[src/hw/rtl/pks_pkg.sv]
package pks_pkg;

    localparam int VALUE_W       = 16;
    localparam int FLIP_W        = 6;
    localparam int MAX_ITEMS_DEF = 32;

    typedef struct packed {
        logic [VALUE_W-1:0] value;
        logic               last;
    } t_in_item;

    typedef struct packed {
        logic [FLIP_W-1:0] flip_pos;
        logic              end_of_run;
    } t_out_item;

endpackage

[src/hw/rtl/pancake_sort_flip_sequencer.sv]
// channel  direction  handshake                  payload
// input    in         i_in_valid / o_in_stall    i_in_data  (value, last)
// output   out        o_out_valid / i_out_stall  o_out_data (flip_pos, end_of_run)
//
// a non-last item is taken without a stall; the last item starts the sort and
// input stalls until the end-of-run item has been handed to the output register
// per position s: read, test and step down; a max scan over 0..s is followed by a
// decide step; per flip an emit step, then two reads and two writes per swapped pair (one read port)
// reset is synchronous, active low; stack contents are not cleared
// output stall only holds the sequencer at its flip emit and end-of-run steps
module pancake_sort_flip_sequencer
    import pks_pkg::*;
#(
    parameter int MAX_ITEMS = MAX_ITEMS_DEF
) (
    input  logic      i_clk,
    input  logic      i_rst_n,
    input  logic      i_in_valid,
    output logic      o_in_stall,
    input  t_in_item  i_in_data,
    output logic      o_out_valid,
    input  logic      i_out_stall,
    output t_out_item o_out_data
);

    localparam int AW = $clog2(MAX_ITEMS);
    localparam int CW = $clog2(MAX_ITEMS + 1);

    logic               we;
    logic [AW-1:0]      waddr;
    logic [VALUE_W-1:0] wdata;
    logic [AW-1:0]      raddr;
    logic [VALUE_W-1:0] rdata;
    logic               out_free;
    logic               out_load;
    t_out_item          out_item;

    pks_ctrl #(
        .MAX_ITEMS (MAX_ITEMS),
        .AW        (AW),
        .CW        (CW)
    ) u_ctrl (
        .i_clk      (i_clk),
        .i_rst_n    (i_rst_n),
        .i_in_valid (i_in_valid),
        .i_in_data  (i_in_data),
        .o_in_stall (o_in_stall),
        .o_we       (we),
        .o_waddr    (waddr),
        .o_wdata    (wdata),
        .o_raddr    (raddr),
        .i_rdata    (rdata),
        .i_out_free (out_free),
        .o_out_load (out_load),
        .o_out_data (out_item)
    );

    pks_stack_mem #(
        .DEPTH (MAX_ITEMS),
        .AW    (AW)
    ) u_mem (
        .i_clk   (i_clk),
        .i_we    (we),
        .i_waddr (waddr),
        .i_wdata (wdata),
        .i_raddr (raddr),
        .o_rdata (rdata)
    );

    pks_out_buf u_out (
        .i_clk       (i_clk),
        .i_rst_n     (i_rst_n),
        .i_load      (out_load),
        .i_data      (out_item),
        .o_free      (out_free),
        .o_out_valid (o_out_valid),
        .o_out_data  (o_out_data),
        .i_out_stall (i_out_stall)
    );

endmodule

[src/hw/rtl/pks_stack_mem.sv]
module pks_stack_mem
    import pks_pkg::*;
#(
    parameter int DEPTH = MAX_ITEMS_DEF,
    parameter int AW    = $clog2(DEPTH)
) (
    input  logic               i_clk,
    input  logic               i_we,
    input  logic [AW-1:0]      i_waddr,
    input  logic [VALUE_W-1:0] i_wdata,
    input  logic [AW-1:0]      i_raddr,
    output logic [VALUE_W-1:0] o_rdata
);

    logic [VALUE_W-1:0] r_mem [DEPTH];
    logic [VALUE_W-1:0] r_rdata;

    always_ff @(posedge i_clk) begin
        if (i_we) begin
            r_mem[i_waddr] <= i_wdata;
        end
        r_rdata <= r_mem[i_raddr];
    end

    assign o_rdata = r_rdata;

endmodule

[src/hw/rtl/pks_out_buf.sv]
module pks_out_buf
    import pks_pkg::*;
(
    input  logic      i_clk,
    input  logic      i_rst_n,
    input  logic      i_load,
    input  t_out_item i_data,
    output logic      o_free,
    output logic      o_out_valid,
    output t_out_item o_out_data,
    input  logic      i_out_stall
);

    logic      r_valid;
    t_out_item r_data;

    // slot can take a new item when empty or being drained this cycle
    assign o_free = !r_valid || !i_out_stall;

    always_ff @(posedge i_clk) begin
        if (!i_rst_n) begin
            r_valid <= 1'b0;
        end else if (o_free) begin
            r_valid <= i_load;
        end
        if (o_free && i_load) begin
            r_data <= i_data;
        end
    end

    assign o_out_valid = r_valid;
    assign o_out_data  = r_data;

endmodule

[src/hw/rtl/pks_ctrl.sv]
module pks_ctrl
    import pks_pkg::*;
#(
    parameter int MAX_ITEMS = MAX_ITEMS_DEF,
    parameter int AW        = $clog2(MAX_ITEMS),
    parameter int CW        = $clog2(MAX_ITEMS + 1)
) (
    input  logic               i_clk,
    input  logic               i_rst_n,
    input  logic               i_in_valid,
    input  t_in_item           i_in_data,
    output logic               o_in_stall,
    output logic               o_we,
    output logic [AW-1:0]      o_waddr,
    output logic [VALUE_W-1:0] o_wdata,
    output logic [AW-1:0]      o_raddr,
    input  logic [VALUE_W-1:0] i_rdata,
    input  logic               i_out_free,
    output logic               o_out_load,
    output t_out_item          o_out_data
);

    typedef enum logic [3:0] {
        S_LOAD, S_CHK_RD, S_CHK, S_SCAN, S_DEC, S_EMIT,
        S_FA, S_FB, S_FW1, S_FW2, S_NEXT, S_TERM
    } t_state;

    t_state             r_state, n_state;
    logic [CW-1:0]      r_cnt, n_cnt;
    logic [CW-1:0]      r_size, n_size;
    logic [VALUE_W-1:0] r_max, n_max;
    logic [VALUE_W-1:0] r_m, n_m;
    logic [AW-1:0]      r_s, n_s;
    logic [AW-1:0]      r_i, n_i;
    logic [AW-1:0]      r_pos, n_pos;
    logic [AW-1:0]      r_fend, n_fend;
    logic [AW-1:0]      r_a, n_a;
    logic [AW-1:0]      r_b, n_b;
    logic [VALUE_W-1:0] r_ta, n_ta;
    logic               r_second, n_second;

    // shared magnitude compare
    logic [VALUE_W-1:0] cmp_x, cmp_y;
    logic               cmp_gt;

    logic               accept;
    logic               has_room;
    logic [CW-1:0]      size_now;
    logic [CW-1:0]      flip_diff;

    assign accept    = (r_state == S_LOAD) && i_in_valid;
    assign has_room  = r_cnt < CW'(MAX_ITEMS);
    assign size_now  = has_room ? r_cnt + CW'(1) : r_cnt;
    assign flip_diff = r_size - CW'(r_fend);
    assign cmp_gt    = cmp_x > cmp_y;

    always_comb begin
        case (r_state)
            S_CHK: begin
                cmp_x = r_max;
                cmp_y = i_rdata;
            end
            S_SCAN: begin
                cmp_x = i_rdata;
                cmp_y = r_m;
            end
            default: begin
                cmp_x = i_in_data.value;
                cmp_y = r_max;
            end
        endcase
    end

    always_comb begin
        n_state  = r_state;
        n_cnt    = r_cnt;
        n_size   = r_size;
        n_max    = r_max;
        n_m      = r_m;
        n_s      = r_s;
        n_i      = r_i;
        n_pos    = r_pos;
        n_fend   = r_fend;
        n_a      = r_a;
        n_b      = r_b;
        n_ta     = r_ta;
        n_second = r_second;

        o_in_stall = (r_state != S_LOAD);
        o_we       = 1'b0;
        o_waddr    = r_cnt[AW-1:0];
        o_wdata    = i_in_data.value;
        o_raddr    = '0;
        o_out_load = 1'b0;
        o_out_data.flip_pos   = FLIP_W'(flip_diff);
        o_out_data.end_of_run = 1'b0;

        case (r_state)
            S_LOAD: begin
                if (accept) begin
                    if (has_room) begin
                        o_we  = 1'b1;
                        n_cnt = size_now;
                        if (cmp_gt) begin
                            n_max = i_in_data.value;
                        end
                    end
                    if (i_in_data.last) begin
                        n_size = size_now;
                        n_s    = AW'(size_now - CW'(1));
                        if (size_now == CW'(1)) begin
                            n_state = S_TERM;
                        end else begin
                            n_state = S_CHK_RD;
                        end
                    end
                end
            end
            S_CHK_RD: begin
                o_raddr = r_s;
                n_state = S_CHK;
            end
            S_CHK: begin
                // element at s below the running max: scan 0..s
                o_raddr = '0;
                if (cmp_gt) begin
                    n_i     = '0;
                    n_m     = '0;
                    n_pos   = r_s;
                    n_state = S_SCAN;
                end else begin
                    n_state = S_NEXT;
                end
            end
            S_SCAN: begin
                o_raddr = r_i + AW'(1);
                if (cmp_gt) begin
                    n_m   = i_rdata;
                    n_pos = r_i;
                end
                n_i = r_i + AW'(1);
                if (r_i == r_s) begin
                    n_max   = cmp_gt ? i_rdata : r_m;
                    n_state = S_DEC;
                end
            end
            S_DEC: begin
                if (r_pos == '0) begin
                    n_fend   = r_s;
                    n_second = 1'b0;
                    n_state  = S_EMIT;
                end else if (r_pos != r_s) begin
                    n_fend   = r_pos;
                    n_second = 1'b1;
                    n_state  = S_EMIT;
                end else begin
                    n_state = S_NEXT;
                end
            end
            S_EMIT: begin
                if (i_out_free) begin
                    o_out_load = 1'b1;
                    n_a        = '0;
                    n_b        = r_fend;
                    n_state    = S_FA;
                end
            end
            S_FA: begin
                o_raddr = r_a;
                n_state = S_FB;
            end
            S_FB: begin
                o_raddr = r_b;
                n_ta    = i_rdata;
                n_state = S_FW1;
            end
            S_FW1: begin
                o_we    = 1'b1;
                o_waddr = r_a;
                o_wdata = i_rdata;
                n_state = S_FW2;
            end
            S_FW2: begin
                o_we    = 1'b1;
                o_waddr = r_b;
                o_wdata = r_ta;
                n_a     = r_a + AW'(1);
                n_b     = r_b - AW'(1);
                if (({1'b0, r_a} + (AW+1)'(2)) < {1'b0, r_b}) begin
                    n_state = S_FA;
                end else if (r_second) begin
                    n_second = 1'b0;
                    n_fend   = r_s;
                    n_state  = S_EMIT;
                end else begin
                    n_state = S_NEXT;
                end
            end
            S_NEXT: begin
                if (r_s == AW'(1)) begin
                    n_state = S_TERM;
                end else begin
                    n_s     = r_s - AW'(1);
                    n_state = S_CHK_RD;
                end
            end
            S_TERM: begin
                o_out_data.flip_pos   = '0;
                o_out_data.end_of_run = 1'b1;
                if (i_out_free) begin
                    o_out_load = 1'b1;
                    n_cnt      = '0;
                    n_max      = '0;
                    n_state    = S_LOAD;
                end
            end
            default: begin
                n_state = S_LOAD;
            end
        endcase
    end

    always_ff @(posedge i_clk) begin
        if (!i_rst_n) begin
            r_state  <= S_LOAD;
            r_cnt    <= '0;
            r_max    <= '0;
            r_second <= 1'b0;
        end else begin
            r_state  <= n_state;
            r_cnt    <= n_cnt;
            r_max    <= n_max;
            r_second <= n_second;
        end
        r_size <= n_size;
        r_m    <= n_m;
        r_s    <= n_s;
        r_i    <= n_i;
        r_pos  <= n_pos;
        r_fend <= n_fend;
        r_a    <= n_a;
        r_b    <= n_b;
        r_ta   <= n_ta;
    end

endmodule
[config.mk]
export PLATFORM = sky130hd
export DESIGN_NAME = pancake_sort_flip_sequencer
export DESIGN_NICKNAME = d
export VERILOG_FILES = /design/src/hw/rtl/pks_pkg.sv /design/src/hw/rtl/pancake_sort_flip_sequencer.sv /design/src/hw/rtl/pks_stack_mem.sv /design/src/hw/rtl/pks_out_buf.sv /design/src/hw/rtl/pks_ctrl.sv
export SDC_FILE = /design/constraint.sdc
export NUM_CORES = 1
export LEC_CHECK = 0
export BUFFER_PORTS_ARGS = -buffer_cell sky130_fd_sc_hd__buf_4
export CAP_MARGIN = 40
export CORE_MARGIN = 2
export CORE_UTILIZATION = 39
export DETAILED_ROUTE_END_ITERATION = 16
export GPL_TIMING_DRIVEN = 1
export PLACE_DENSITY_LB_ADDON = 0.3
export SLEW_MARGIN = 10
export SYNTH_ARGS = -nofsm -noshare
export SYNTH_HDL_FRONTEND = slang
export SYNTH_SLANG_ARGS = --single-unit
[constraint.sdc]
create_clock -name i_clk -period 5 [get_ports i_clk]
set_input_delay 1 -clock i_clk [delete_from_list [all_inputs] [get_ports i_clk]]
set_output_delay 1 -clock i_clk [all_outputs]
set_load 0.01 [all_outputs]
-- Word level (Yosys, flattened, before mapping)
Memories as Yosys holds them, arrays and structs flattened. A register that Yosys moved wholly into a read port is not among the register bits.
Index checks and enable logic that the tools add are counted.
- $lt $le $gt $ge: 3
- equality and inequality tests: 28
- reduce and logical (&&, ||, !) cells: 26
- add/subtract/negate cells: 8
- muxes and demuxes: 62
- operators with widths (cell ; count):
    case mux 16 bit (2 select lines) ; 4
    2-to-1 mux 16 bit ; 7
    case mux 5 bit (2 select lines) ; 7
    2-to-1 mux 5 bit ; 12
    2-to-1 mux 4 bit ; 12
    case mux 16 bit (3 select lines) ; 1
    case mux 4 bit (12 select lines) ; 1
    2-to-1 mux 6 bit ; 4
    case mux 5 bit (4 select lines) ; 1
    != test 2 x 1 -> 1 bit, second input constant ; 9
    == test 4 x 3 -> 1 bit, second input constant ; 4
    == test 4 bit, second input constant ; 4
    greater-than comparator 16 bit ; 1
    subtractor 5 x 1 -> 5 bit, second input constant ; 3
    case mux 6 bit (2 select lines) ; 1
    AND reduction 4 bit ; 3
    adder 5 x 1 -> 5 bit, second input constant ; 2
    2-to-1 mux 1 bit ; 10
    nonzero test 2 bit ; 5
    AND reduction 3 bit ; 3
    == test 4 x 2 -> 1 bit, second input constant ; 2
    adder 5 x 2 -> 6 bit, second input constant ; 1
    adder 6 x 1 -> 6 bit, second input constant ; 1
    == test 6 x 1 -> 1 bit, second input constant ; 1
    21 further kinds ; 28
- memories: 1
- output and inout port bits: 9
- bits in registers: 103
- bits in writable memories: 512
- bits of input ports: 21
- logic and storage cells: 144
- memories (name ; words ; bits a word ; read ports ; clocked after memory_dff ; write ports ; line ; source):
    u_mem.r_mem ; 32 ; 16 ; 1 ; 1 ; 1 ; pks_stack_mem.sv:15 ; logic [VALUE_W-1:0] r_mem [DEPTH];

-- Depth between registers and ports, before layout
Gate-level depths: netlist of the first run.
- depth after elaboration: 7
- depth in mapped cells: 17
- gate-level depth less buffers: 12

-- Hierarchy
A second synthesis of the first run with hierarchy kept.
- cell total of the unflattened synthesis: 1943
- area, all modules: 27642.8 µm²
- modules (own cells, without submodules) (module ; area each (µm²) ; cells each ; sequential area each (µm²) ; instances):
    pks_stack_mem ; 20534.7 ; 1143 ; 15695.1 ; 1
    pks_ctrl ; 6856.6 ; 788 ; 2582.5 ; 1
    pks_out_buf ; 251.5 ; 12 ; 230.2 ; 1

-- Least setup slack after synthesis of the first run
No wires, ideal clock.
- path kind: register -> register
- start: reg u_ctrl.r_state[0]
- end: reg u_ctrl.r_i[0], enable pin
- slack: -0.452 ns
- data required time: 4.568 ns
- stages on the path, launching flop included: 17
- arrival: 5.021 ns
- path buffers: 6
- cells stage by stage: dfxtp_1 > buf_4 > buf_2 > buf_2 > buf_1 > buf_1 > a21oi_1 > nor2_1 > a21oi_1 > ha_1 > nor2b_1 > o211ai_1 > a2111o_1 > o211a_1 > or2_2 > clkbuf_1 > a211oi_1
- cells in the longest elaborated chain, start to end: 5
- elaborated cells on any way between the ends: 8
- RTL lines (element ; line ; source):
    start: declaration ; pks_ctrl.sv:28 ; t_state r_state, n_state;
    start signal: assignment ; pks_ctrl.sv:230 ; r_state <= n_state;
    == test 4 x 2 -> 1 bit ; pks_ctrl.sv:58, pks_ctrl.sv:98 ;
    case mux 16 bit (2 select lines) ; pks_ctrl.sv:58 ; case (r_state)
    greater-than comparator 16 bit ; pks_ctrl.sv:55 ; assign cmp_gt = cmp_x > cmp_y;
    != test 2 x 1 -> 1 bit (no source line) ; -- ;
    AND reduction 2 bit (no source line) * ; -- ;
    end signal: assignment ; pks_ctrl.sv:238 ; r_i <= n_i;
    end: declaration ; pks_ctrl.sv:34 ; logic [AW-1:0] r_i, n_i;
Every way passes the cells marked *; elsewhere a longest branch is shown, timed or not.
A chain may end at the register's enable or synchronous reset.

-- Worst setup path in the final report of the first run
- start: reg u_ctrl.r_state[3]
- end: reg u_ctrl.r_m[6], enable pin
- cells in the longest elaborated chain, start to end: 5
- elaborated cells on any way between the ends: 8
- RTL lines (element ; line ; source):
    == test 4 x 2 -> 1 bit ; pks_ctrl.sv:58, pks_ctrl.sv:98 ;
    case mux 16 bit (2 select lines) ; pks_ctrl.sv:58 ;
    greater-than comparator 16 bit ; pks_ctrl.sv:55 ;
    != test 2 x 1 -> 1 bit (no source line) ; -- ;
    AND reduction 2 bit (no source line) * ; -- ;
    end signal: assignment ; pks_ctrl.sv:236 ; r_m <= n_m;
    end: declaration ; pks_ctrl.sv:32 ; logic [VALUE_W-1:0] r_m, n_m;
Marked as above.

==> implementation parameters, run 1 <==
Parameter                              Value

Synthesis
  Portion of the post-synthesis area used by sequential elements ... 67.6%
  Prevailing post-synth register cell ... sky130_fd_sc_hd__edfxtp_1
  Commonest cells post-synth ... sky130_fd_sc_hd__nand2_1, sky130_fd_sc_hd__edfxtp_1, sky130_fd_sc_hd__nand3_1, sky130_fd_sc_hd__nor2_1, sky130_fd_sc_hd__a21oi_1
  Combinational family with the most area after synthesis ... simple AND/OR/NAND/NOR gates
  Synth Area in XOR/XNOR ... 1.15%
  Number of synthesized flops with an enable pin ... 587
  Number of warnings printed during yosys synthesis ... 0
  Synth async-reset ratio ... 0%
  Syn_area_per_cell ... 11.9 sq um
  Flops & latches, synth ... 631
  Share of synthesized cell area in and, or, nand and nor gates ... about 18%
  Share of the synthesized area in the top cell type ... 64.4%
  Syn Nets ... ~2.4k
  Netlist Area Pre-Place ... 0.0274 sq mm
  Biggest area contributors in the synthesized netlist ... sky130_fd_sc_hd__edfxtp_1, sky130_fd_sc_hd__nand2_1, sky130_fd_sc_hd__nand3_1
  Count of distinct cell types in the synthesized netlist ... slightly below 70
  Post-Synthesis Cells ... 2,307
  Adder-cell area share of the yosys netlist ... 1.63%
  Largest area contributor in the netlist ... sky130_fd_sc_hd__edfxtp_1
  Post-synthesis compound-gate area fraction ... 7.30%
  Multiplexer area fraction after synthesis ... 1.95%
  Most instantiated library cell after synthesis ... sky130_fd_sc_hd__nand2_1

Detailed routing
  DRC violations left ... 0
  Detailed-routing iteration count for the pre-antenna-repair pass ... 6
  DRC marker count from the first detailed-route iteration ... approximately 1.8k
  Via-per-instance ratio ... 5.49
  Number of nets with antenna violations after detailed routing ... 0
  Total via count after detailed routing ... between 15k and 20k
  Routed length per instance ... 21.6 um
  Total routed wirelength ... about 70,000 um

Layout
  Total non-filler cell area in the finished layout ... 0.0311 sq mm
  Number of nets in the layout ... 2,398
  Number of cells in the finished layout apart from fillers ... between 3k and 4k
  Final cell utilization of the core ... 44.6%
  Area taken by flip-flops and latches ... 0.0185 sq mm
  Antenna cells ... 0
  Layout filler cell count ... 6,270
  Multi-input logic area ... 0.00825 sq mm
  Share of layout cells above drive strength 1 ... 10.8%
  P&R area growth vs syn ... 13.6%

Timing
  Final period demand of the worst path ... ~4.5 ns
  Endpoints failing setup ... 0
  Slew margin rel. ... 39.8%
  Fin Clk Skew ... 0.0286 ns
  Final Max Tran Viols ... 0
  Post-layout worst setup margin ... 0.493 ns
  Worst-Margin Slew ... 0.901 ns
  Final Hold Slack ... roughly 0.51 ns
  Highest clock frequency the design can meet ... between 200 and 250 MHz
  Final-report hold violation count ... 0
  Unrepaired setup endpoints after global routing ... false
  Final TNS setup ... 0 ns
  Portion of the clock cycle consumed by the worst path in the final layout ... 90.1%

Min path
  Number of instances on the worst hold path ... 0
  Start point of the worst hold path ... u_mem.o_rdata[4]
  Type of the most critical hold path ... flip-flop to flip-flop
  Worst Hold Endpoint ... u_ctrl.r_ta[4]

Flow run
  Max cap viols ... 0

CTS
  Clock root cell ... sky130_fd_sc_hd__clkbuf_16
  Number of buffers created by CTS ... 68
  Post-cts sizing count ... 0
  Clock Pin Slew Worst Setup and Hold Paths ... around 0.06 ns
  Clock latency on the worst-skew pair ... around 0.6 ns
  TritonCTS clock tree ... done
  # hold bufs at CTS ... 0
  Sink count of the clock tree ... 631
  Worst-case clock buffer depth ... 3
  Deepest level of the CTS H-tree ... 3
  Post-CTS Setup Inserts ... 0

Place
  HPWL reported at the end of detailed placement ... around 43,000 um
  Pre-CTS setup slack ... ~0.55 ns
  Final weighted congestion in routability-driven placement ... 0.872
  Buffers added on ports ... 29
  Placed Instance Area ... around 0.029 sq mm
  Cells after DPL ... between 3k and 4k

Global routing
  Antenna violations before repair ... 0
  Residual overflow from global routing ... 0
  Maximum number of pins on one net before global-route repair ... between 70 and 80
  Tot GR Track Use ... 20.0%
  Vias in the first global route ... 17.4k
  Global-route wire length before repair ... 109,000 um

Setup path
  Cell with the largest stage delay on the worst path ... sky130_fd_sc_hd__dfxtp_1
  Critical Path Fanout Max ... 56
  Most common cell type on the critical path ... sky130_fd_sc_hd__buf_4
  Sort of element at the start of the critical path ... flip-flop
  CP startpoint ... u_ctrl.r_state[3]
  Critical path's top delay family ... buffers and inverters
  Cell-by-cell trace of the critical path ... inv_1 -> nand2_1 -> buf_4 -> o21ai_0 -> ha_1 -> nand4_1 -> a2111o_1 -> o211a_1 -> or2_2 -> a211oi_4 -> buf_4
  Required time at the endpoint of the critical path ... ~5.3 ns
  Crit Reg-Reg Startpoint ... u_ctrl.r_state[3]
  Logic depth of the worst register-to-register path ... 11
  Data arrival, critical path ... 4.77 ns
  Slack of the worst reg-to-reg path ... about 0.5 ns
  Buffering stage count on the worst path with inverters included ... 3
  Worst Setup Path Type ... flip-flop to flip-flop
  Capturing point of the worst reg2reg path ... u_ctrl.r_m[6]
  Biggest cell delay along the critical path ... 0.82 ns
  Kind of capture point of the worst setup path ... flip-flop

Floorplan
  Initial Util ... 39.2%
  Overall die width ... 269 um
  Die Area ... 0.0723 sq mm
  Height of the chip ... 269 um
  Floorplan Core Area ... 0.0698 sq mm
  Placement row count ... 97
  Number of placed I/O pins ... 30

Power and ir drop
  Max rail drop VDD ... 0.263 mV
  Power Total ... about 16 mW
  Leakage power ... roughly 11 nW
  Power per unit of standard cell area ... 525 mW/mm^2

Run status
  Result of the run ... completed
## worst max path at each step
stage / cells past startpoint / endpoint
detailed placement: 11 / u_ctrl.r_m[8]
floorplan: 16 / u_ctrl.r_i[0]
finish: 11 / u_ctrl.r_m[6]
global route: 11 / u_ctrl.r_m[4]
CTS: 11 / u_ctrl.r_m[4]
global placement: 11 / u_ctrl.r_m[8]
## cell families after synthesis
kind of cell    after synthesis
flops                       631
xor+xnor                     36
buf+inv                     172
fa+ha+maj                    35
mux                          52
simple gates               1092
compound gates              289
## state kept, by name, summed over array words and instances (netlist names), 5 cells and up
name,cells
u_ctrl.r_cnt,6
u_ctrl.r_ta,16
u_mem.r_mem,512
u_ctrl.r_pos,5
u_ctrl.r_fend,5
u_ctrl.r_b,5
u_ctrl.r_max,16
u_ctrl.r_i,5
u_ctrl.r_m,16
u_ctrl.r_a,5
u_ctrl.r_size,6
u_mem.o_rdata,16
u_ctrl.r_s,5
u_out.o_out_data,7
## worst reg2reg max path: cells and delay by family (launching register included)
| kind | cells | cell delay (ns) |
|---|---|---|
| adders and majority gates | 1 | 0.32 |
| and+or+nand+nor | 3 | 0.88 |
| DFF | 1 | 0.82 |
| AOI/OAI and AO/OA | 4 | 1.08 |
| buffers and inverters | 3 | 1.06 |
## layer usage
layer  track usage [%]  part of all wire [%]
met1              28.4                    44
met2              31.2                    46
met3              3.32                   6.9
met4              7.12                   3.2
met5                 0                     0
## power by group
part | switching, mW | internal [mW]
logic | 3.15 | 1.44
clock network | 2.04 | 2.82
registers | 0.327 | 6.56
total | 5.51 | 10.8
## area by class of cell
type / instances / share of cell area, %
inverter: 27 / 0.326
tap: 940 / 3.78
multi-input combinational: 1504 / 26.5
timing repair buffer: 110 / 3.00
sequential: 631 / 59.5
clock buffer: 88 / 5.94
clock inverter: 28 / 0.897
## placed cells by master (no fill, tap or decap), types with 14 or more instances in the layout
cell	Yosys	final
sky130_fd_sc_hd__a211oi_1	18	17
sky130_fd_sc_hd__a21oi_1	73	73
sky130_fd_sc_hd__a22oi_1	15	15
sky130_fd_sc_hd__a311o_1	15	15
sky130_fd_sc_hd__a311oi_1	16	16
sky130_fd_sc_hd__a31oi_1	31	31
sky130_fd_sc_hd__and3_1	39	39
sky130_fd_sc_hd__and3b_1	14	14
sky130_fd_sc_hd__buf_4	1	101
sky130_fd_sc_hd__clkbuf_1	64	14
sky130_fd_sc_hd__clkbuf_16	0	69
sky130_fd_sc_hd__dfxtp_1	44	43
sky130_fd_sc_hd__edfxtp_1	587	587
sky130_fd_sc_hd__ha_1	34	34
sky130_fd_sc_hd__inv_1	27	27
sky130_fd_sc_hd__mux2i_1	50	50
sky130_fd_sc_hd__nand2_1	619	618
sky130_fd_sc_hd__nand3_1	228	228
sky130_fd_sc_hd__nand4_1	27	27
sky130_fd_sc_hd__nor2_1	96	94
sky130_fd_sc_hd__nor2b_1	26	26
sky130_fd_sc_hd__o21ai_0	42	26
sky130_fd_sc_hd__o21ai_2	0	16
sky130_fd_sc_hd__o221a_2	15	15
sky130_fd_sc_hd__o31ai_1	15	15
sky130_fd_sc_hd__xnor2_1	24	24
Note: power is estimated with default switching activity, not from simulation.
==> run 2: changes to the inputs <==
- clock period: 5 -> 5.65 ns (I/O delays scaled with it)
==> run 2 against run 1 <==
Compared with the run above:
- worst setup slack improved by 0.48 ns
- cell count grew 0.24%
- first-iteration DRC count increased by 16%
- total power shrank 11%
- utilization up 0.13 points
- sequential power shrank 12%
- die area unchanged
- largest cell class unchanged
- largest power group unchanged
==> implementation parameters, run 2 (same netlist as run 1, synthesis figures left out) <==
Parameter                              Value

Run status
  Result of the run ... completed

Timing
  Post-layout worst setup margin ... 0.977 ns (+0.484 ns)
  Final-report hold violation count ... 0 (unchanged)
  Portion of the clock cycle consumed by the worst path in the final layout ... 82.7% (-7.4 points)
  Unrepaired setup endpoints after global routing ... false
  Fin Clk Skew ... 0.0309 ns (+0.00229 ns)
  Worst-Margin Slew ... 0.866 ns (-0.0345 ns)
  Highest clock frequency the design can meet ... 214 MHz (-3.6%)
  Endpoints failing setup ... 0 (unchanged)
  Final TNS setup ... 0 ns (unchanged)
  Slew margin rel. ... 42.2% (+2.4 points)
  Final period demand of the worst path ... 4.67 ns (+0.166 ns)
  Final Hold Slack ... 0.491 ns (-0.0177 ns)
  Final Max Tran Viols ... 0 (unchanged)

Setup path
  Buffering stage count on the worst path with inverters included ... 2 (-1)
  Critical Path Fanout Max ... 32 (-43%)
  Worst Setup Path Type ... flip-flop to flip-flop
  Slack of the worst reg-to-reg path ... 0.98 ns (+0.48 ns)
  CP startpoint ... u_ctrl.r_state[1]
  Kind of capture point of the worst setup path ... flip-flop
  Crit Reg-Reg Startpoint ... u_ctrl.r_state[1]
  Capturing point of the worst reg2reg path ... u_ctrl.r_m[11]
  Biggest cell delay along the critical path ... 0.81 ns (about the same)
  Logic depth of the worst register-to-register path ... 12 (+1)
  Stages on worst setup path ... 12 (+1)
  Critical path's top delay family ... simple AND/OR/NAND/NOR gates
  Cell with the largest stage delay on the worst path ... sky130_fd_sc_hd__dfxtp_1
  Sort of element at the start of the critical path ... flip-flop
  End point of the critical path ... u_ctrl.r_m[11]
  Required time at the endpoint of the critical path ... 5.91 ns (+0.65 ns)
  Data arrival, critical path ... 4.94 ns (+0.17 ns)
  Cell-by-cell trace of the critical path ... nand2b_1 -> nor2_2 -> buf_4 -> nand2_1 -> nand2_1 -> ha_1 -> nand4_1 -> a2111o_1 -> o211a_1 -> or2_2 -> a211oi_4 -> buf_4

Global routing
  Global-route wire length before repair ... 107,000 um (-1.5%)
  Tot GR Track Use ... 19.7% (-0.31 points)
  Maximum number of pins on one net before global-route repair ... 74 (unchanged)
  Antenna violations before repair ... 0 (unchanged)
  Residual overflow from global routing ... 0 (unchanged)
  Vias in the first global route ... 17.3k (-1.1%)

Place
  Final weighted congestion in routability-driven placement ... 0.879 (+0.83%)
  Pre-CTS setup slack ... 1.05 ns (+0.502 ns)
  HPWL reported at the end of detailed placement ... 42,900 um (+0.74%)
  Buffers added on ports ... 29 (unchanged)
  Cells after DPL ... 3,215 (+0.093%)
  Placed Instance Area ... 0.0290 sq mm (about the same)

Detailed routing
  Total routed wirelength ... 71,600 um (-0.63%)
  Number of nets with antenna violations after detailed routing ... 0 (unchanged)
  Total via count after detailed routing ... 18.2k (-0.27%)
  Detailed-routing iteration count for the pre-antenna-repair pass ... 5 (-1)
  Via-per-instance ratio ... 5.46 (-0.51%)
  DRC violations left ... 0 (unchanged)
  DRC marker count from the first detailed-route iteration ... 2,047 (+16%)
  Routed length per instance ... 21.5 um (-0.87%)

Floorplan
  Floorplan Core Area ... 0.0698 sq mm (unchanged)
  Die Area ... 0.0723 sq mm (unchanged)
  Number of placed I/O pins ... 30 (unchanged)
  Height of the chip ... 269 um (unchanged)
  Placement row count ... 97 (unchanged)
  Overall die width ... 269 um (unchanged)
  Initial Util ... 39.2% (unchanged)

Layout
  P&R area growth vs syn ... 13.9%
  Number of cells in the finished layout apart from fillers ... 3,336 (+0.24%)
  Flip-flop count of the largest register, all copies and words added ... 512 (unchanged)
  Area taken by flip-flops and latches ... 0.0185 sq mm (unchanged)
  Layout filler cell count ... 6,315 (+0.72%)
  Number of nets in the layout ... 2,400 (+0.083%)
  Most frequent cells in the layout ... sky130_fd_sc_hd__nand2_1, sky130_fd_sc_hd__edfxtp_1, sky130_fd_sc_hd__nand3_1
  Final cell utilization of the core ... 44.7% (+0.13 points)
  Total non-filler cell area in the finished layout ... 0.0312 sq mm (+0.28%)
  Share of layout cells above drive strength 1 ... 11.1% (+0.34 points)
  Antenna cells ... 0 (unchanged)
  Most common library cell in the layout ignoring fill and taps ... sky130_fd_sc_hd__nand2_1
  Multi-input logic area ... 0.00825 sq mm (unchanged)
  Largest register by flop count ... u_mem.r_mem

CTS
  Clock Pin Slew Worst Setup and Hold Paths ... 0.06 ns (about the same)
  Worst-case clock buffer depth ... 3 (unchanged)
  Deepest level of the CTS H-tree ... 3 (unchanged)
  Clock root cell ... sky130_fd_sc_hd__clkbuf_16
  Number of buffers created by CTS ... 67 (-1.5%)
  Clock latency on the worst-skew pair ... 0.61 ns (about the same)
  TritonCTS clock tree ... done
  # hold bufs at CTS ... 0 (unchanged)
  Post-CTS Setup Inserts ... 0 (unchanged)
  Sink count of the clock tree ... 631 (unchanged)
  Post-cts sizing count ... 0 (unchanged)

Power and ir drop
  Power Total ... 14.6 mW (-11%)
  Power per unit of standard cell area ... 468 mW/mm^2 (-11%)
  Max rail drop VDD ... 0.229 mV (-13%)
  Leakage power ... 11.0 nW (+0.56%)

Min path
  Type of the most critical hold path ... flip-flop to flip-flop

Flow run
  Max cap viols ... 0 (unchanged)
==> run 2: cell types whose count changed in the layout (fill, tap and decap cells not counted), moves of 2 or more <==
cell	before	now
sky130_fd_sc_hd__buf_12	8	5
sky130_fd_sc_hd__buf_4	101	105
sky130_fd_sc_hd__bufinv_16	4	6
sky130_fd_sc_hd__clkbuf_1	14	10
sky130_fd_sc_hd__clkinv_1	10	13
sky130_fd_sc_hd__clkinv_2	6	11
sky130_fd_sc_hd__clkinvlp_4	4	2
==> run 2: per-layer routing <==
layer	vias to the layer above	wire length, um	global-route usage [%]
met1	9004	32000	28.3
met2	648	33300	31.3
met4	0	1750	5.65
met3	95	4530	2.89
met5	-	0	0
li1	8470	-	-
==> run 2: how the worst min path moves through the flow <==
stage | startpoint | endpoint | slack (ns) | depth (start not counted)
after global placement | u_mem.o_rdata[11] | u_ctrl.r_ta[11] | 0.49 | 0
after global routing | u_mem.o_rdata[13] | u_ctrl.r_ta[13] | 0.51 | 0
after CTS | u_mem.o_rdata[13] | u_ctrl.r_ta[13] | 0.50 | 0
after detailed placement | u_mem.o_rdata[13] | u_ctrl.r_ta[13] | 0.48 | 0
final | u_mem.o_rdata[11] | u_ctrl.r_ta[11] | 0.49 | 0
after floorplan | u_mem.o_rdata[11] | u_ctrl.r_ta[11] | 0.42 | 0
==> run 2: layout make-up <==
class                   instances  share of cell area (%)
clock buffers                  84                    5.91
inverters                      27                   0.325
clock inverters                37                    1.16
repair buffers                113                    3.02
well taps                     940                    3.77
flip-flops and latches        631                    59.4
multi-input cells            1504                    26.5
==> run 2: power by group <==
part | switching (mW) | total, mW | internal, mW
clock network | 1.80 | 4.40 | 2.60
logic | 2.84 | 4.11 | 1.27
registers | 0.280 | 6.09 | 5.81
total | 4.92 | 14.6 | 9.68
